**src/rtl/page_frame_buffer_writes_macros.svh**
```systemverilog
// Assertion macros used by the frame buffer top level.
`ifndef PAGE_FRAME_BUFFER_WRITES_MACROS_SVH
`define PAGE_FRAME_BUFFER_WRITES_MACROS_SVH

// Condition implies consequence in the same cycle.
`define PFB_ASSERT_NOW(label, cond, cons, msg) \
  label: assert property (@(posedge clk_i) disable iff (!rst_ni) (cond) |-> (cons)) \
    else $error(msg);

// Condition implies consequence in the following cycle.
`define PFB_ASSERT_NEXT(label, cond, cons, msg) \
  label: assert property (@(posedge clk_i) disable iff (!rst_ni) (cond) |=> (cons)) \
    else $error(msg);

`endif

```
**src/rtl/pfb_pkg.sv**
```systemverilog
// Types and constants of the page-organized frame buffer.
package pfb_pkg;

  localparam logic [2:0] OP_WRITE_BYTE = 3'd0;
  localparam logic [2:0] OP_WRITE_LOW  = 3'd1;
  localparam logic [2:0] OP_WRITE_HIGH = 3'd2;
  localparam logic [2:0] OP_PIXEL      = 3'd3;
  localparam logic [2:0] OP_READ       = 3'd4;

  localparam logic [7:0] BYTE_MASK = 8'hff;
  localparam logic [3:0] PAGE_ROWS = 4'd8;

  // Address width that covers the largest store (16 pages of 256 columns).
  localparam int ADDR_W = 12;

  // Queue between the front decoder and the memory sequencer.
  localparam int QUEUE_DEPTH = 2;

  // One decoded memory command: a read, or a read-modify-write of one page
  // byte with an optional spill into the next page.
  typedef struct packed {
    logic              is_read;
    logic              zero;
    logic              second;
    logic [ADDR_W-1:0] addr0;
    logic [ADDR_W-1:0] addr1;
    logic [7:0]        mask0;
    logic [7:0]        val0;
    logic [7:0]        mask1;
    logic [7:0]        val1;
  } cmd_t;

endpackage

```
**src/rtl/pfb_queue.sv**
```systemverilog
// Short command queue between the front decoder and the memory sequencer.
module pfb_queue import pfb_pkg::*; (
  input  logic clk_i,
  input  logic rst_ni,
  input  logic push_i,
  input  cmd_t data_i,
  input  logic pop_i,
  output cmd_t data_o,
  output logic full_o,
  output logic empty_o
);

  localparam int PW = $clog2(QUEUE_DEPTH);

  cmd_t          mem_q [QUEUE_DEPTH];
  logic [PW-1:0] wr_q, wr_d;
  logic [PW-1:0] rd_q, rd_d;
  logic [PW:0]   cnt_q, cnt_d;

  assign full_o  = cnt_q == (PW+1)'(QUEUE_DEPTH);
  assign empty_o = cnt_q == '0;
  assign data_o  = mem_q[rd_q];

  always_comb begin
    wr_d  = push_i ? PW'(wr_q + 1'b1) : wr_q;
    rd_d  = pop_i  ? PW'(rd_q + 1'b1) : rd_q;
    cnt_d = cnt_q + (PW+1)'(push_i) - (PW+1)'(pop_i);
  end

  always_ff @(posedge clk_i or negedge rst_ni) begin
    if (!rst_ni) begin
      wr_q  <= '0;
      rd_q  <= '0;
      cnt_q <= '0;
    end else begin
      wr_q  <= wr_d;
      rd_q  <= rd_d;
      cnt_q <= cnt_d;
    end
  end

  always_ff @(posedge clk_i) begin
    if (push_i) begin
      mem_q[wr_q] <= data_i;
    end
  end

endmodule

```
**config.mk**
```make
export PLATFORM = sky130hd
export DESIGN_NAME = pfb_queue
export DESIGN_NICKNAME = d
export VERILOG_FILES = /design/src/rtl/page_frame_buffer_writes_macros.svh /design/src/rtl/pfb_pkg.sv /design/src/rtl/pfb_queue.sv
export SDC_FILE = /design/constraint.sdc
export NUM_CORES = 1
export LEC_CHECK = 0
export BUFFER_PORTS_ARGS = -buffer_cell sky130_fd_sc_hd__buf_2
export CAP_MARGIN = 20
export CORE_MARGIN = 2
export CORE_UTILIZATION = 23
export DETAILED_ROUTE_END_ITERATION = 8
export GPL_TIMING_DRIVEN = 0
export HOLD_SLACK_MARGIN = 0.12
export MAX_ROUTING_LAYER = met4
export PLACE_DENSITY = 0.51
export SYNTH_ARGS = -nofsm -noshare
export SYNTH_HDL_FRONTEND = slang
export SYNTH_SLANG_ARGS = --single-unit
```
**constraint.sdc**
```tcl
create_clock -name clk_i -period 7.42 [get_ports clk_i]
set_input_delay 0.371 -clock clk_i [delete_from_list [all_inputs] [get_ports clk_i]]
set_output_delay 0.371 -clock clk_i [all_outputs]
set_load 0.03 [all_outputs]
```
==> impl_metrics.tcl <==
set metrics [dict create \
    antenna_found_initial 0 \
    num_rows 52 \
    fin_ws_ns 5.44 \
    slowest_stage "dfrtp_1" \
    synth_cells 199 \
    drc 0 \
    setup_viol 0 \
    h-tree-depth 4 \
    root_buffer "clkbuf_16" \
    drt-initial-drc-count 63 \
    port_buffers 123 \
    r2r_slack_ns 5.84 \
    worstPathMaxFanout 10 \
    grt.overflow.total 0 \
    seq_power_share 0.347 \
    tightest_slew_ns 0.858 \
    peakVddDrop_v 0.000186 \
    core_sq_mm 0.0202 \
    synthToLayoutAreaGrowth_pct 33.3 \
    die_h_um 148 \
    p_clk_frac 0.284 \
    synthTopCellsByArea "edfxtp_1, mux2_4, buf_12" \
    pre_cts_ws_ns 5.73 \
    dr.pass1.iters 4 \
    grt_pass1_wl_um 13700 \
    timing.max_slew.rel_slack 0.428 \
    die_x_um 148 \
    path_clk_slew_ns 0.06 \
    grt_usage 0.0881 \
    power_density_mw_per_mm2 433 \
    final.setup.tns_ns 0 \
    synth_area_sq_mm 0.00476 \
    max_freq_ghz 0.505 \
    cp.depth 4 \
    cp_top_family "buffers and inverters" \
    ys_types 12 \
    yosysSeqAreaShare 0.766 \
    worstSetupPathType "reg -> out" \
    wl_um 8870 \
    combPwrFrac 0.369 \
    gp_congestion 0.639 \
    die_area_sq_mm 0.0218 \
    maxSlewViolCount 0 \
    numCtsBuffers 17 \
    hold_class "in -> reg" \
    initial_core_util 0.235 \
    diodes 0 \
    worstPathArrival_ns 1.61 \
    cp-startpoint "rd_q$_DFFE_PN0P_" \
    final_common_cell "buf_2" \
    cts_buffer_depth 2 \
    reg2reg_to "mem_q[1][3]$_DFFE_PP_" \
    p_sw_uw 909 \
    rsz0062_at_grt "no" \
    critical-path-max-stage-delay_ns 0.33 \
    drt-vias-per-instance 3.70 \
    ant_nets 0 \
    r2r_start "wr_q$_DFFE_PN0P_" \
    avgSynthCellArea_sq_um 23.9 \
    io_pins 124 \
    crit_chain "buf_6 -> buf_12 -> mux2_4 -> buf_2" \
    internal_power_uw 1840 \
    clock_skew_ns 0.00606 \
    synth_fp_nets 264 \
    p_sw_frac 0.331 \
    setup.worst_path.end "data_o[43]" \
    yosysWarnings 0 \
    layout_common_cells "buf_2, edfxtp_1, mux2_4, clkbuf_16, buf_12" \
    cts_tree "built" \
    drive_gt1_frac 0.620 \
    p_leak_uw 0.00255 \
    reg2reg_depth 1 \
    period_needed_ns 1.98 \
    synth_top_area_frac 0.745 \
    clock_latency_ns 0.40 \
    wire_per_inst_um 14.1 \
    clock_sinks 122 \
    vias 2322 \
    dp_hpwl_um 5920 \
    grt_max_degree 60 \
    crit_buf_inv 3 \
    outcome "completed" \
    hold_viol_final 0 \
    crit_path_start_kind "flip-flop" \
    synth_area_leader_cell "edfxtp_1" \
    num-nets-final 410 \
    synth-seq-cells 122 \
    endpoint_kind "primary output" \
    grt_pass1_vias 2541 \
    maxCapViolCount 0 \
    worstPathRequired_ns 7.05 \
    fin_crit_sh 0.267 \
]
-- cell families after synthesis --
family | Yosys count | share of synthesized area
xor gates and xnor gates | 3 | 0.00868
muxes | 59 | 0.186
buffers and inverters | 9 | 0.0292
DFF | 122 | 0.766
and+or+nand+nor | 4 | 0.00473
adders and majority gates | 2 | 0.00526
-- power groups by stage --
stage,clock network (uW),registers (uW),logic [uW]
2_1_floorplan,0,966,787
3_3_place_gp,0,978,1020
3_5_place_dp,0,969,1040
4_1_cts,810,955,1040
5_1_grt,840,965,1080
6_report,780,953,1010
-- sequential cells by signal, summed over array words and instances (netlist names) --
name	count
mem_q	118
cnt_q	2
rd_q	1
wr_q	1
-- repair_timing --
| action | in CTS | in global routing |
|---|---|---|
| setup buffers | 0 | 0 |
| hold endpoints to repair | 6 | 0 |
| resized for setup | 0 | 0 |
| hold buffers | 2 | 0 |
-- cell usage after synthesis --
cell	number
and2_1	1
buf_12	6
buf_6	1
dfrtp_1	4
edfxtp_1	118
ha_1	2
inv_1	2
mux2_4	59
nor2_1	1
nor2b_1	2
xor2_1	2
xor3_1	1
-- final cells by class --
| cell class | count | area, sq um |
|---|---|---|
| fillers | 1994 | 13900 |
| clock inverters | 13 | 129 |
| repair buffers | 127 | 676 |
| multi-input cells | 68 | 985 |
| plain buffers | 7 | 131 |
| well taps | 270 | 338 |
| inverters | 2 | 7.51 |
| clock buffers | 19 | 433 |
| flip-flops and latches | 122 | 3640 |
-- how the worst min path moves through the flow --
stage / start / to / slack [ns] / depth (start not counted)
2_1_floorplan: rst_ni / cnt_q[0]$_DFF_PN0_ / 0.08 / 0
3_5_place_dp: rst_ni / cnt_q[0]$_DFF_PN0_ / 0.18 / 1
5_1_grt: data_i[9] / mem_q[1][9]$_DFFE_PP_ / 0.12 / 1
4_1_cts: data_i[23] / mem_q[0][23]$_DFFE_PP_ / 0.12 / 1
3_3_place_gp: rst_ni / cnt_q[0]$_DFF_PN0_ / 0.18 / 1
6_report: data_i[10] / mem_q[0][10]$_DFFE_PP_ / 0.15 / 1
-- per-layer routing --
layer / global-route usage / part of all wire
met2: 0.140 / 0.51
met1: 0.0975 / 0.42
met5: - / 0
met4: 0.0486 / 0.019
met3: 0.0306 / 0.048
-- per-stage QoR --
step	total power, uW	util	instance area [sq um]	hold slack [ns]	std cells
after floorplan	1750	-	4760	0.0754	199
after global placement	2000	0.282	5710	0.180	592
after detailed placement	2010	0.285	5760	0.184	594
after CTS	2810	0.313	6340	0.121	628
after global routing	2880	0.313	6340	0.123	628
final	2750	0.313	6340	0.152	628
(Power assumes the default switching activity.)
