### src/rtl/page_frame_buffer_writes_macros.svh
// Assertion macros used by the frame buffer top level.
`ifndef PAGE_FRAME_BUFFER_WRITES_MACROS_SVH
`define PAGE_FRAME_BUFFER_WRITES_MACROS_SVH

// Condition implies consequence in the same cycle.
`define PFB_ASSERT_NOW(label, cond, cons, msg) \
  label: assert property (@(posedge clk_i) disable iff (!rst_ni) (cond) |-> (cons)) \
    else $error(msg);

// Condition implies consequence in the following cycle.
`define PFB_ASSERT_NEXT(label, cond, cons, msg) \
  label: assert property (@(posedge clk_i) disable iff (!rst_ni) (cond) |=> (cons)) \
    else $error(msg);

`endif

### src/rtl/pfb_pkg.sv
// Types and constants of the page-organized frame buffer.
package pfb_pkg;

  localparam logic [2:0] OP_WRITE_BYTE = 3'd0;
  localparam logic [2:0] OP_WRITE_LOW  = 3'd1;
  localparam logic [2:0] OP_WRITE_HIGH = 3'd2;
  localparam logic [2:0] OP_PIXEL      = 3'd3;
  localparam logic [2:0] OP_READ       = 3'd4;

  localparam logic [7:0] BYTE_MASK = 8'hff;
  localparam logic [3:0] PAGE_ROWS = 4'd8;

  // Address width that covers the largest store (16 pages of 256 columns).
  localparam int ADDR_W = 12;

  // Queue between the front decoder and the memory sequencer.
  localparam int QUEUE_DEPTH = 2;

  // One decoded memory command: a read, or a read-modify-write of one page
  // byte with an optional spill into the next page.
  typedef struct packed {
    logic              is_read;
    logic              zero;
    logic              second;
    logic [ADDR_W-1:0] addr0;
    logic [ADDR_W-1:0] addr1;
    logic [7:0]        mask0;
    logic [7:0]        val0;
    logic [7:0]        mask1;
    logic [7:0]        val1;
  } cmd_t;

endpackage

### src/rtl/pfb_front.sv
// Front decoder: turns one transaction into a memory command or drops it.
module pfb_front import pfb_pkg::*; #(
  parameter int COLUMNS = 128,
  parameter int PAGES   = 8
) (
  input  logic [2:0] operation_i,
  input  logic [6:0] column_i,
  input  logic [5:0] row_i,
  input  logic [2:0] page_index_i,
  input  logic [7:0] data_i,
  input  logic [3:0] bit_count_i,
  output logic       keep_o,
  output cmd_t       cmd_o
);

  logic        col_ok;
  logic        pg_ok;
  logic        rpage_ok;
  logic        next_ok;
  logic [3:0]  n;
  logic [7:0]  nmask;
  logic [7:0]  bits;
  logic [15:0] run_mask;
  logic [15:0] run_val;
  logic [7:0]  pix_mask;
  logic [ADDR_W-1:0] byte_addr;
  logic [ADDR_W-1:0] row_addr;

  assign col_ok   = {2'b00, column_i} < 9'(COLUMNS);
  assign pg_ok    = {2'b00, page_index_i} < 5'(PAGES);
  assign rpage_ok = {2'b00, row_i[5:3]} < 5'(PAGES);
  assign next_ok  = ({2'b00, row_i[5:3]} + 5'd1) < 5'(PAGES);

  assign n     = (bit_count_i > PAGE_ROWS) ? PAGE_ROWS : bit_count_i;
  assign nmask = (n == 4'd0) ? 8'h00 : (BYTE_MASK >> (PAGE_ROWS - n));
  assign bits  = (operation_i == OP_WRITE_HIGH) ? (data_i >> (PAGE_ROWS - n)) : data_i;

  assign run_mask = {8'h00, nmask} << row_i[2:0];
  assign run_val  = ({8'h00, bits} << row_i[2:0]) & run_mask;
  assign pix_mask = 8'h01 << row_i[2:0];

  assign byte_addr = ADDR_W'(int'(page_index_i) * COLUMNS + int'(column_i));
  assign row_addr  = ADDR_W'(int'(row_i[5:3]) * COLUMNS + int'(column_i));

  always_comb begin
    keep_o       = 1'b0;
    cmd_o        = '0;
    cmd_o.addr0  = byte_addr;
    cmd_o.addr1  = row_addr + ADDR_W'(COLUMNS);
    unique case (operation_i) inside
      OP_WRITE_BYTE: begin
        keep_o      = col_ok && pg_ok;
        cmd_o.mask0 = BYTE_MASK;
        cmd_o.val0  = data_i;
      end
      OP_WRITE_LOW, OP_WRITE_HIGH: begin
        keep_o       = col_ok && rpage_ok && (n != 4'd0);
        cmd_o.addr0  = row_addr;
        cmd_o.mask0  = run_mask[7:0];
        cmd_o.val0   = run_val[7:0];
        cmd_o.mask1  = run_mask[15:8];
        cmd_o.val1   = run_val[15:8];
        cmd_o.second = (run_mask[15:8] != 8'h00) && next_ok;
      end
      OP_PIXEL: begin
        keep_o      = col_ok && rpage_ok;
        cmd_o.addr0 = row_addr;
        cmd_o.mask0 = pix_mask;
        cmd_o.val0  = (data_i != 8'h00) ? pix_mask : 8'h00;
      end
      OP_READ: begin
        keep_o        = 1'b1;
        cmd_o.is_read = 1'b1;
        cmd_o.zero    = !(col_ok && pg_ok);
      end
      default: keep_o = 1'b0;
    endcase
  end

endmodule

### config.mk
export PLATFORM = sky130hd
export DESIGN_NAME = pfb_front
export DESIGN_NICKNAME = d
export VERILOG_FILES = /design/src/rtl/page_frame_buffer_writes_macros.svh /design/src/rtl/pfb_pkg.sv /design/src/rtl/pfb_front.sv
export SDC_FILE = /design/constraint.sdc
export NUM_CORES = 1
export LEC_CHECK = 0
export ABC_AREA = 1
export BUFFER_PORTS_ARGS = -buffer_cell sky130_fd_sc_hd__buf_2
export CAP_MARGIN = 15
export CELL_PAD_IN_SITES_DETAIL_PLACEMENT = 1
export CELL_PAD_IN_SITES_GLOBAL_PLACEMENT = 1
export CORE_MARGIN = 4
export CORE_UTILIZATION = 29
export DETAILED_ROUTE_END_ITERATION = 12
export PLACE_DENSITY = 0.88
export SLEW_MARGIN = 25
export SYNTH_ARGS = -nofsm -noshare
export SYNTH_HDL_FRONTEND = slang
export SYNTH_SLANG_ARGS = --single-unit
### constraint.sdc
create_clock -name vclk -period 2.74
set_input_delay 0.137 -clock vclk [all_inputs]
set_output_delay 0.137 -clock vclk [all_outputs]
set_load 0.01 [all_outputs]
==> results.json, run 1 <==
{
  "start_util": 0.307,
  "fillers": 863,
  "rsz0062_at_grt": "false",
  "grt_pass1_wl_mm": 12.6,
  "period_minus_slack_ns": 2.52,
  "globalRouteTotalUtil": 0.204,
  "syn_inst": 358,
  "place_inst": 474,
  "syn_area_sq_um": 1730,
  "power.total_uw": 398,
  "area_delta_synth_final_pct": 16.8,
  "die_h_um": 85.3,
  "crit_type": "input pin to primary output",
  "fmax_mhz": 396,
  "wl_mm": 7.69,
  "hold_buffers": 0,
  "synth_most_common_cell": "nand2_1",
  "setup_viol": 0,
  "syn_area_per_cell_sq_um": 4.84,
  "worstHoldPathType": "input pin to primary output",
  "ys_top_cells_by_area": "nand2_1 23%, nand3_1 21%, buf_4 9.1%, inv_1 7.6%, nor2_1 7.4%",
  "end_kind": "primary output",
  "synth_warnings": 0,
  "fin_hold_ws_ns": 0.274,
  "drtPass1Iterations": 4,
  "ir_drop_uv": 59.9,
  "crit_top_cell": "nand2_1",
  "drc": 0,
  "nClkBuffers": 0,
  "crit_arrival_ns": 2.39,
  "cp.required_ns": 2.60,
  "drt-wirelength-per-cell_um": 16.2,
  "pwr_density_cell_nw_per_um2": 197,
  "antenna_left": 0,
  "via_count": 2554,
  "crit_end": "cmd_o[4]",
  "antennaDiodeCount": 0,
  "grt_max_degree": 22,
  "drive_gt1_frac": 0.238,
  "dieArea_sq_um": 7270,
  "dp_hpwl_mm": 6.50,
  "seq_cells": 0,
  "slew_headroom": 0.567,
  "crit_path_cell_trace": "buf_2 > nor2_4 > nand2_1 > nand2_2 > nand2_1 > ha_1 > nand3b_1 > nand2_2 > nand2_2 > inv_2 > nand2_1 > inv_2 > nand2_1 > o21a_1 > nor2_1 > a21boi_0 > buf_2",
  "fp.coreArea_sq_um": 5640,
  "worstPathMaxFanout": 4,
  "worstSetupStartpointType": "input pin",
  "maxSlewViolCount": 0,
  "multi_input_area_sq_um": 1390,
  "synth_common_cells": "107 x nand2_1, 71 x nand3_1, 35 x inv_1",
  "ios": 91,
  "drtIter0Drc": 167,
  "leakage_nw": 1.19,
  "fin_crit_sh": 0.920,
  "tightest_slew_ns": 0.642,
  "yosysUniqueCellTypes": 38,
  "antenna_found_initial": 0,
  "synth_top_area_share": 0.232,
  "crit_start": "bit_count_i[0]",
  "final.setup.worst_slack_ns": 0.218,
  "whs_path_depth": 0,
  "grt-ovfl-total": 0,
  "grt_pass1_vias": 2597,
  "seqCellArea_sq_um": 0,
  "ys_seq_area_frac": 0,
  "finalHoldViolations": 0,
  "finalNetCount": 439,
  "fin_tns_setup_ns": 0,
  "stdcell_count": 475,
  "slowest_delay_ns": 0.31,
  "port_buffers": 64,
  "fp-row-count": 27,
  "cap_violations": 0,
  "pre_cts_ws_ns": 0.106,
  "vias_per_cell": 5.38,
  "gp_congestion": 0.950,
  "crit_path_top_delay_cell": "a21boi_0",
  "die-width_um": 85.3,
  "status": "finished, final reports clean",
  "yosysTopAreaCell": "nand2_1"
}
## layout by cell type (no fill, tap or decap), drive strengths merged, types with 2 or more instances in the layout
master,Yosys,routed
o211ai,3,3
buf,27,71
nand2,109,109
nand3b,3,3
ha,3,3
nor3,2,2
nand3,73,73
nor2,38,38
clkinv,3,3
nor4,4,4
nand4,2,2
inv,43,43
conb,1,6
o21ai,23,23
a22oi,2,2
a21oi,9,9
a21boi,2,2
## worst max-delay path, delay by kind of cell
kind | cells | cell delay (ns)
adder cells (fa/ha/maj) | 1 | 0.23
AO/OA/AOI/OAI | 2 | 0.51
AND/OR/NAND/NOR | 10 | 0.99
buffers and inverters | 4 | 0.51
## cells by family after synthesis
logic type               Yosys count  synth area share
adder cells (fa/ha/maj)            3            0.0217
other                              1           0.00217
AND/OR/NAND/NOR                  232             0.600
buffers and inverters             77             0.220
XOR/XNOR                           1           0.00506
multiplexers                       1           0.00578
AO/OA/AOI/OAI                     43             0.145
## worst min path at each step
stage	endpoint	slack, ns	start
final	cmd_o[44]	0.27	column_i[0]
after global routing	cmd_o[49]	0.27	column_i[5]
after CTS	cmd_o[34]	0.27	column_i[2]
after detailed placement	cmd_o[34]	0.27	column_i[2]
after global placement	cmd_o[34]	0.27	column_i[2]
after floorplan	cmd_o[39]	0.33	row_i[3]
## report_power, final
| part | leakage [nW] | switching, mW | internal [mW] |
|---|---|---|---|
| Clock | 0 | 0 | 0 |
| Sequential | 0 | 0 | 0 |
| Combinational | 1.19 | 0.269 | 0.129 |
| Total | 1.19 | 0.269 | 0.129 |
## metal layers
metal  wire length, um  global-route usage  vias up
li1                  -                   -     1238
met1              3260               0.257     1203
met2              3820               0.371      101
met3               498              0.0184       12
met4               112              0.0432        0
met5                 0                   0        -
## metrics by stage
| step | util | area (sq um) |
|---|---|---|
| after floorplan | - | 1750 |
| after global placement | 0.354 | 2000 |
| after detailed placement | 0.354 | 2000 |
| after CTS | 0.354 | 2000 |
| after global routing | 0.359 | 2020 |
| final | 0.359 | 2020 |
## cell type report
cell class / count / share of cell area
Inverter: 46 / 0.0853
Multi-Input combinational cell: 286 / 0.686
Tap cell: 72 / 0.0445
Timing Repair Buffer: 71 / 0.184
## what timing repair did
item / in CTS / in global routing
endpoints found under the setup margin: 0 / 16
gates resized for setup: 0 / 8
setup buffers: 0 / 1
(Power assumes the default switching activity.)
==> run 2: changes to the inputs <==
--- a/config.mk
+++ b/config.mk
@@ -10,6 +10,7 @@
 export CAP_MARGIN = 15
 export CELL_PAD_IN_SITES_DETAIL_PLACEMENT = 1
 export CELL_PAD_IN_SITES_GLOBAL_PLACEMENT = 1
+export CORE_ASPECT_RATIO = 1.4
 export CORE_MARGIN = 4
 export CORE_UTILIZATION = 29
 export DETAILED_ROUTE_END_ITERATION = 12
==> run 2 against run 1 <==
  * Clock-buffer cell count did not move
  * Combinational power rose by 5.3%
  * Non-clock buffer count rose by 4
  * Fmax barely moved
  * Flip-flop and latch count did not move
  * Die area rose by 0.24%
  * Cell area rose by 3.5%
  * Via count rose by 1.7%
  * Critical path type unchanged
  * Largest cell class unchanged
  * Highest routed layer unchanged
==> results.json, run 2 (synthesis gave the netlist of run 1 again) <==
{
  "tightest_slew_ns": 0.684,
  "drive_gt1_frac": 0.260,
  "antennaDiodeCount": 0,
  "die_h_um": 99.4,
  "layout_commonest_cell": "nand2_1",
  "utilization": 0.360,
  "mostFrequentLayoutCells": "103 x nand2_1, 71 x nand3_1, 64 x buf_2",
  "hold_buffers": 0,
  "grt_pass1_wl_mm": 12.7,
  "fin_tns_setup_ns": 0,
  "nClkBuffers": 0,
  "worstSetupStartpointType": "input pin",
  "power.total_uw": 419,
  "fp.coreArea_sq_um": 5820,
  "grt_pass1_vias": 2665,
  "seqCellArea_sq_um": 0,
  "fmax_mhz": 397,
  "end_kind": "primary output",
  "fp-row-count": 33,
  "drt-wirelength-per-cell_um": 16.7,
  "leakage_nw": 1.22,
  "vias_per_cell": 5.44,
  "fin_hold_ws_ns": 0.274,
  "worstPathMaxFanout": 7,
  "fillers": 897,
  "place_inst": 474,
  "maxSlewViolCount": 0,
  "dp_hpwl_mm": 6.81,
  "pwr_density_cell_nw_per_um2": 200,
  "period_minus_slack_ns": 2.52,
  "worstHoldPathType": "input pin to primary output",
  "wl_mm": 7.98,
  "via_count": 2598,
  "stdcell_count": 478,
  "drtIter0Drc": 156,
  "multi_input_area_sq_um": 1410,
  "final.setup.worst_slack_ns": 0.219,
  "die-width_um": 73.3,
  "fin_area_sq_um": 2090,
  "start_util": 0.297,
  "antenna_found_initial": 0,
  "setup_viol": 0,
  "postPlaceCellArea_sq_um": 2010,
  "grt-ovfl-total": 0,
  "fin_crit_sh": 0.920,
  "rsz0062_at_grt": "false",
  "cap_violations": 0,
  "crit_type": "input pin to primary output",
  "gp_congestion": 1.00,
  "seq_cells": 0,
  "finalNetCount": 444,
  "grt_max_degree": 22,
  "dieArea_sq_um": 7290,
  "crit_arrival_ns": 2.38,
  "ir_drop_uv": 88.6,
  "pre_cts_ws_ns": 0.163,
  "port_buffers": 64,
  "status": "finished, final reports clean",
  "antenna_left": 0,
  "finalHoldViolations": 0,
  "slew_headroom": 0.544,
  "cp.required_ns": 2.60,
  "drc": 0,
  "area_delta_synth_final_pct": 20.9,
  "globalRouteTotalUtil": 0.213,
  "drtPass1Iterations": 4,
  "ios": 91
}
[run 2: cell count changes in the layout (fill, tap and decap cells not counted), moves of 2 or more]
cell     before  now
buf_4         7    9
buf_6         0    2
o21ai_1      10    7
o21ai_2       0    3
[run 2: path summary, 6_finish.rpt]
check	from	to	slack, ns	cells after the start
max	bit_count_i[0]	cmd_o[1]	0.22	21
min	column_i[0]	cmd_o[32]	0.27	0
[run 2: timing repair]
action	CTS	global route
endpoints found under the setup margin	0	15
setup buffers	0	3
hold endpoints to repair	0	0
gates resized for setup	0	16
[run 2: layer usage]
layer,share of wire,vias up,track usage
li1,-,1242,-
met3,0.073,28,0.0222
met1,0.39,1217,0.254
met5,0,-,0
met4,0.043,0,0.0893
met2,0.49,111,0.377
[run 2: area by class of cell]
type                            instances  share of cell area
Multi-Input combinational cell        286               0.675
Timing Repair Buffer                   75               0.196
Inverter                               46              0.0843
Tap cell                               70              0.0418
Timing Repair inverter                  1             0.00239
[run 2: worst max-delay path, cell delays in order]
cell	delay, ns
buf_2	0.11
nor2_2	0.13
nand2_1	0.07
nand2_2	0.09
nand2_2	0.08
ha_1	0.23
nand3b_1	0.20
nand2_4	0.12
nand2_2	0.09
inv_2	0.08
nand2_1	0.09
inv_2	0.09
nand2_1	0.08
nand2_1	0.07
o21ai_1	0.10
mux2i_1	0.21
nand2_1	0.10
inv_2	0.07
nand3_1	0.07
inv_1	0.05
buf_2	0.12
[run 2: where the power goes]
part           switching (mW)  internal [mW]  leakage (nW)
Clock                       0              0             0
Combinational           0.277          0.142          1.22
Sequential                  0              0             0
Total                   0.277          0.142          1.22
